===== config.mk =====
export PLATFORM = sky130hd
export DESIGN_NAME = macd_ctrl
export DESIGN_NICKNAME = d
export VERILOG_FILES = /design/src/macd_pkg.sv /design/src/macd_ctrl.sv
export SDC_FILE = /design/constraint.sdc
export NUM_CORES = 1
export LEC_CHECK = 0
export BUFFER_PORTS_ARGS = -buffer_cell sky130_fd_sc_hd__clkbuf_2
export CAP_MARGIN = 40
export CORE_AREA = 10 10 47 49
export CTS_BUF_LIST = sky130_fd_sc_hd__clkbuf_4
export CTS_CLUSTER_DIAMETER = 120
export DETAILED_ROUTE_END_ITERATION = 10
export DIE_AREA = 0 0 57 59
export PLACE_DENSITY = 0.39
export SETUP_SLACK_MARGIN = 0.15
export SYNTH_ARGS = -nofsm -noshare
export SYNTH_HDL_FRONTEND = slang
export SYNTH_SLANG_ARGS = --single-unit

===== constraint.sdc =====
create_clock -name clk -period 1.45 [get_ports clk]
set_input_delay 0.145 -clock clk [delete_from_list [all_inputs] [get_ports clk]]
set_output_delay 0.145 -clock clk [all_outputs]
set_load 0.005 [all_outputs]

===== src/macd_pkg.sv =====
`timescale 1ns / 1ps
// ----------------------------------------------------------------------------
// macd_pkg
// Shared widths, register codes, controller state and command types.
// ----------------------------------------------------------------------------
package macd_pkg;

  localparam int SIGNAL_MAX  = 64;
  localparam int PTR_W       = $clog2(SIGNAL_MAX);
  localparam int LEN_W       = 7;
  localparam int PRICE_W     = 32;
  localparam int ALPHA_W     = 17;
  localparam int MACD_W      = 33;
  localparam int HIST_W      = 34;
  localparam int SUM_W       = 39;
  localparam int CFG_INDEX_W = 3;
  localparam int CFG_DATA_W  = 17;

  localparam logic [CFG_INDEX_W-1:0] CFG_FAST_ALPHA    = 3'd0;
  localparam logic [CFG_INDEX_W-1:0] CFG_SLOW_ALPHA    = 3'd1;
  localparam logic [CFG_INDEX_W-1:0] CFG_SIGNAL_LENGTH = 3'd2;
  localparam logic [CFG_INDEX_W-1:0] CFG_SIGNAL_RECIP  = 3'd3;

  localparam logic [ALPHA_W-1:0] FAST_ALPHA_RST    = 17'd10082;
  localparam logic [ALPHA_W-1:0] SLOW_ALPHA_RST    = 17'd4855;
  localparam logic [LEN_W-1:0]   SIGNAL_LENGTH_RST = 7'd9;
  localparam logic [ALPHA_W-1:0] SIGNAL_RECIP_RST  = 17'd7282;

  typedef enum logic [1:0] {
    S_IDLE,
    S_WINDOW,
    S_SCALE,
    S_FINISH
  } state_t;

  typedef struct packed {
    logic load;
    logic window;
    logic scale;
    logic finish;
  } cmd_t;

endpackage


===== src/macd_ctrl.sv =====
`timescale 1ns / 1ps
// ----------------------------------------------------------------------------
// macd_ctrl
// Sequencer: accept, window update, signal scale, result load.
// ----------------------------------------------------------------------------
module macd_ctrl (
  input  logic            clk,
  input  logic            rst,
  input  logic            in_valid,
  output logic            in_ready,
  output logic            out_valid,
  input  logic            out_ready,
  output macd_pkg::cmd_t  cmd
);

  macd_pkg::state_t state, state_next;

  always_ff @(posedge clk) begin
    if (rst) begin
      state     <= macd_pkg::S_IDLE;
      out_valid <= 1'b0;
    end else begin
      state <= state_next;
      if (cmd.finish) begin
        out_valid <= 1'b1;
      end else if (out_ready) begin
        out_valid <= 1'b0;
      end
    end
  end

  always_comb begin
    state_next = state;
    cmd        = '0;
    in_ready   = 1'b0;
    case (state)
      macd_pkg::S_IDLE: begin
        in_ready = 1'b1;
        if (in_valid) begin
          cmd.load   = 1'b1;
          state_next = macd_pkg::S_WINDOW;
        end
      end
      macd_pkg::S_WINDOW: begin
        cmd.window = 1'b1;
        state_next = macd_pkg::S_SCALE;
      end
      macd_pkg::S_SCALE: begin
        cmd.scale  = 1'b1;
        state_next = macd_pkg::S_FINISH;
      end
      macd_pkg::S_FINISH: begin
        if (!out_valid || out_ready) begin
          cmd.finish = 1'b1;
          state_next = macd_pkg::S_IDLE;
        end
      end
      default: state_next = macd_pkg::S_IDLE;
    endcase
  end

  a_load_then_window: assert property (@(posedge clk) disable iff (rst)
    cmd.load |=> cmd.window)
    else $error("window step did not follow accept");

  a_scale_then_finish_state: assert property (@(posedge clk) disable iff (rst)
    cmd.scale |=> state == macd_pkg::S_FINISH)
    else $error("scale step not followed by finish state");

  a_one_command: assert property (@(posedge clk) disable iff (rst)
    $onehot0({cmd.load, cmd.window, cmd.scale, cmd.finish}))
    else $error("more than one datapath command");

endmodule


# ---- Yosys cells after proc, flatten, opt, wreduce, memory -nomap -nowiden
# Index checks and enable logic that the tools add are counted.
dict set report word_totals {
  register_bits 3
  inputBits 4
  out_inout_bits 6
  word_cells 24
}
dict set report classes {
  eq_ne 5
  n_mux 12
  reduce_logical 5
}
# op n
set op_table {}
lappend op_table {{2-to-1 mux 1 bit} 9}
lappend op_table {{case mux 2 bit (4 select lines)} 1}
lappend op_table {{== test 2 bit (second input constant)} 2}
lappend op_table {{2-to-1 mux 2 bit} 2}
lappend op_table {{inequality test 2 bit (second input constant)} 2}
lappend op_table {{== test 2 x 1 -> 1 bit (second input constant)} 1}
lappend op_table {{zero test 2 bit} 1}
lappend op_table {{AND reduction 2 bit} 1}
lappend op_table {{nonzero test 2 bit} 1}
lappend op_table {{zero test 1 bit} 1}
lappend op_table {{logical OR 1 bit} 1}

# ---- Longest topological paths before layout
dict set report logic_depth {
  ltp_word 5
  depth_mapped 5
  mapped_depth_nobuf 5
}

# ---- Least setup slack after synthesis
# Ideal clock, no wire load.
dict set report synth_timing {
  path_type {register to register}
  from {register state[0]}
  to {register state[1]}
  setup_time_ns 0.115
  arrival_ns 1.089
  required_ns 1.335
  setup_slack_ns 0.247
  path_stages_with_launch 6
  n_path_buf 0
  synth_period_minus_slack_ns 1.203
  cell_sequence {dfxtp_1 inv_1 ha_1 nor2b_1 o21a_1 o21a_1}
}
dict set report synth_via {
  elab_chain_len 3
  elab_cells_between_ends 8
  classes_between {eq/ne: 5; mux: 1; reduce/logical: 2}
}
# item line
set synth_rtl {}
lappend synth_rtl {{from (decl)} macd_ctrl.sv:16} ;# macd_pkg::state_t state, state_next;
lappend synth_rtl {{from (signal assigned)} macd_ctrl.sv:20} ;# state <= macd_pkg::S_IDLE;
lappend synth_rtl {{from (signal assigned)} macd_ctrl.sv:23} ;# state <= state_next;
lappend synth_rtl {{== test 2 bit / zero test 2 bit (equally long branches)} macd_ctrl.sv:36} ;# case (state)
lappend synth_rtl {{inequality test 2 bit (no line)} -}
lappend synth_rtl {{AND reduction 2 bit (no line)} -}
# Parallel ways exist; a longest one is shown, timed or not.
# A chain may end at the register's enable or synchronous reset.

==> results.cfg <==
[placement]
dp_hpwl_um = 416
gp_congestion = 0.688
numPortBuffers = 9

[detailed_routing]
wl_per_cell_um = 10.4
antenna_left = 0
first_iter_violations = 0
wl_um = 530
first_pass_iters = 1
route.detailed.drc = 0
num_vias = 195
avgViaCountPerCell = 3.82

[logic_synthesis]
synth_top_area_share_pct = 29.1
synth-simple-area-share_pct = 26.7
netlist_instances = 22
yosysSeqAreaShare_pct = 29.1
yosys_warnings = 0
synth.most_common_cell = ha_1
synthArstFlopShare_pct = 0
synthDistinctLibCells = 12
synth_top_family_by_area = simple AND/OR/NAND/NOR gates
yosys.area.top_type = dfxtp_1
netlist_top_cells_area = dfxtp_1, ha_1, o21a_1
synth.cell_area_um2 = 206
synth_edf_count = 0
synth_ff_type = dfxtp_1
synth-compound-area-share_pct = 14.5
ys_ff_latch = 3
synth-xor-area-share_pct = 0
ys_top_cells_by_count = ha_1, dfxtp_1, inv_1
avgSynthCellArea_um2 = 9.38
synth_fa_ha_area_share_pct = 24.2
synth.mux.area_fraction_pct = 0
synth_nets = 30

[clock_tree]
cts_tree = built
path_clk_slew_ns = 0.04
holdBufCountCts = 0
cts_max_level = 1
cts_root_buf = clkbuf_4
insertion_delay_ns = 0.24
postCtsSetupBuffers = 0
ctsLongestPathBuffers = 2
cts_sinks = 3
cts_made_buffers = 3

[sta]
max_slew.worst_pin.slew_ns = 0.229
rsz0062_at_grt = false
fin_skew_ns = 0.00332
fin_crit_ns = 1.23
timing.setup.tns_ns = 0
maxSlewViolCount = 0
finalSetupViolCount = 0
fmax_mhz = 814
fin_crit_sh_pct = 84.7
relSlewSlack_pct = 84.7
final-hold-violation-count = 0

[final_layout]
layout-drive-gt1-share_pct = 51.4
fin_util_pct = 22.6
final_nets = 44
antenna_cells = 0
fill_cells = 166
syn2layout_area_growth_pct = 53.3

[grt]
grt_pass1_wl_um = 828
antenna_found_initial = 0
grt-ovfl-total = 0
track_usage_pct = 3.62
grt_pass1_vias = 191
grt_max_degree = 5

[floorplan]
fp.dieW_um = 57
coreArea_mm2 = 0.00140
start_util_pct = 14.7
io_pins = 10
num_rows = 14
die-area_mm2 = 0.00336
die_y_um = 59

[setup_path]
r2r_slack_ns = 0.24
crit_start = state[1]$_SDFFE_PP0P_
startpoint_type = register
endpoint = cmd[3]
worstReg2RegStart = state[1]$_SDFFE_PP0P_
rr_worst_depth = 5
worst_setup_path_end_kind = output pin
critPathKind = reg -> out
critical_path_arrival_ns = 1.08
required_ns = 1.31
reg2reg_to = state[1]$_SDFFE_PP0P_
crit_fanout = 4

[power]
ir_worst_vdd_uv = 666
p_per_area_mw_per_mm2 = 1920
power.leakage_uw = 0.000158

[run]
cap_violations = 0

[run_status]
outcome = completed

[min_path]
min_path_type = in -> reg
[flip-flops by register name, indices dropped and copies added (netlist names)]
name / flops
state: 2
out_valid: 1
[stage by stage]
step / instance area, um2 / worst slack (ns) / hold slack, ns / instances / power, uW
floorplan: 206 / 0.247 / 0.217 / 22 / 301
global placement: 272 / 0.165 / 0.337 / 47 / 409
detailed placement: 272 / 0.186 / 0.328 / 47 / 401
CTS: 304 / 0.167 / 0.0739 / 51 / 589
global route: 317 / 0.176 / 0.0932 / 51 / 668
finish: 317 / 0.221 / 0.0844 / 51 / 609
[per-layer routing]
metal / vias to the layer above / part of all wire (%) / global-route usage [%]
met5: - / 0 / 0
met4: 0 / 4.3 / 6.04
met3: 2 / 16 / 3.43
met2: 12 / 36 / 3.41
met1: 83 / 43 / 3.31
li1: 98 / - / -
[where the power goes]
part           total (uW)  leakage [uW]  internal (uW)  switching [uW]
combinational         291      0.000115            157             134
clock                 169     0.0000184            122            46.7
sequential            149     0.0000253            120            29.4
[timing repair]
item | 4_1_cts | 5_1_grt
gates resized for setup | 2 | 2
endpoints found under the hold margin | 0 | 0
endpoints found under the setup margin | 1 | 3
pin swaps | 0 | 1
[cell families (layout without fill, tap and decap cells)]
group | Yosys count | count (layout)
and+or+nand+nor | 8 | 8
adders and majority gates | 4 | 4
AOI/OAI and AO/OA | 4 | 4
DFF | 3 | 3
buffers and inverters | 3 | 16
[worst min path at each step]
| stage | from | endpoint | slack, ns | cells past startpoint |
|---|---|---|---|---|
| 3_3_place_gp | rst | out_valid$_SDFFE_PP0P_ | 0.34 | 2 |
| 4_1_cts | rst | out_valid$_SDFFE_PP0P_ | 0.07 | 2 |
| 2_1_floorplan | rst | out_valid$_SDFFE_PP0P_ | 0.22 | 1 |
| 6_report | rst | out_valid$_SDFFE_PP0P_ | 0.08 | 2 |
| 5_1_grt | rst | out_valid$_SDFFE_PP0P_ | 0.09 | 2 |
| 3_5_place_dp | rst | out_valid$_SDFFE_PP0P_ | 0.33 | 2 |
[cells in the final DEF, fill, tap and decap left out, drive strengths merged]
| cell type | Yosys | final |
|---|---|---|
| clkbuf | 0 | 13 |
| nor2b | 2 | 2 |
| dfxtp | 3 | 3 |
| nor3b | 1 | 1 |
| ha | 4 | 4 |
| o21a | 2 | 2 |
| o21ai | 1 | 1 |
| and2 | 1 | 1 |
| o311a | 1 | 1 |
| and2b | 1 | 1 |
| nor2 | 2 | 2 |
| inv | 3 | 3 |
| and3b | 1 | 1 |
[critical path, cell delays in order (launching register included)]
cell	delay (ns)
dfxtp_2	0.35
inv_1	0.09
ha_4	0.17
and2_1	0.13
clkbuf_2	0.11
[area by class of cell]
| class | count | area (um2) | area share [%] |
|---|---|---|---|
| Timing Repair Buffer | 9 | 45.0 | 14.2 |
| Sequential cell | 3 | 62.6 | 19.8 |
| Multi-Input combinational cell | 16 | 148 | 46.6 |
| Inverter | 3 | 11.3 | 3.56 |
| Clock buffer | 4 | 30.0 | 9.49 |
| Tap cell | 16 | 20.0 | 6.32 |
Power figures use the tool's default switching activity.
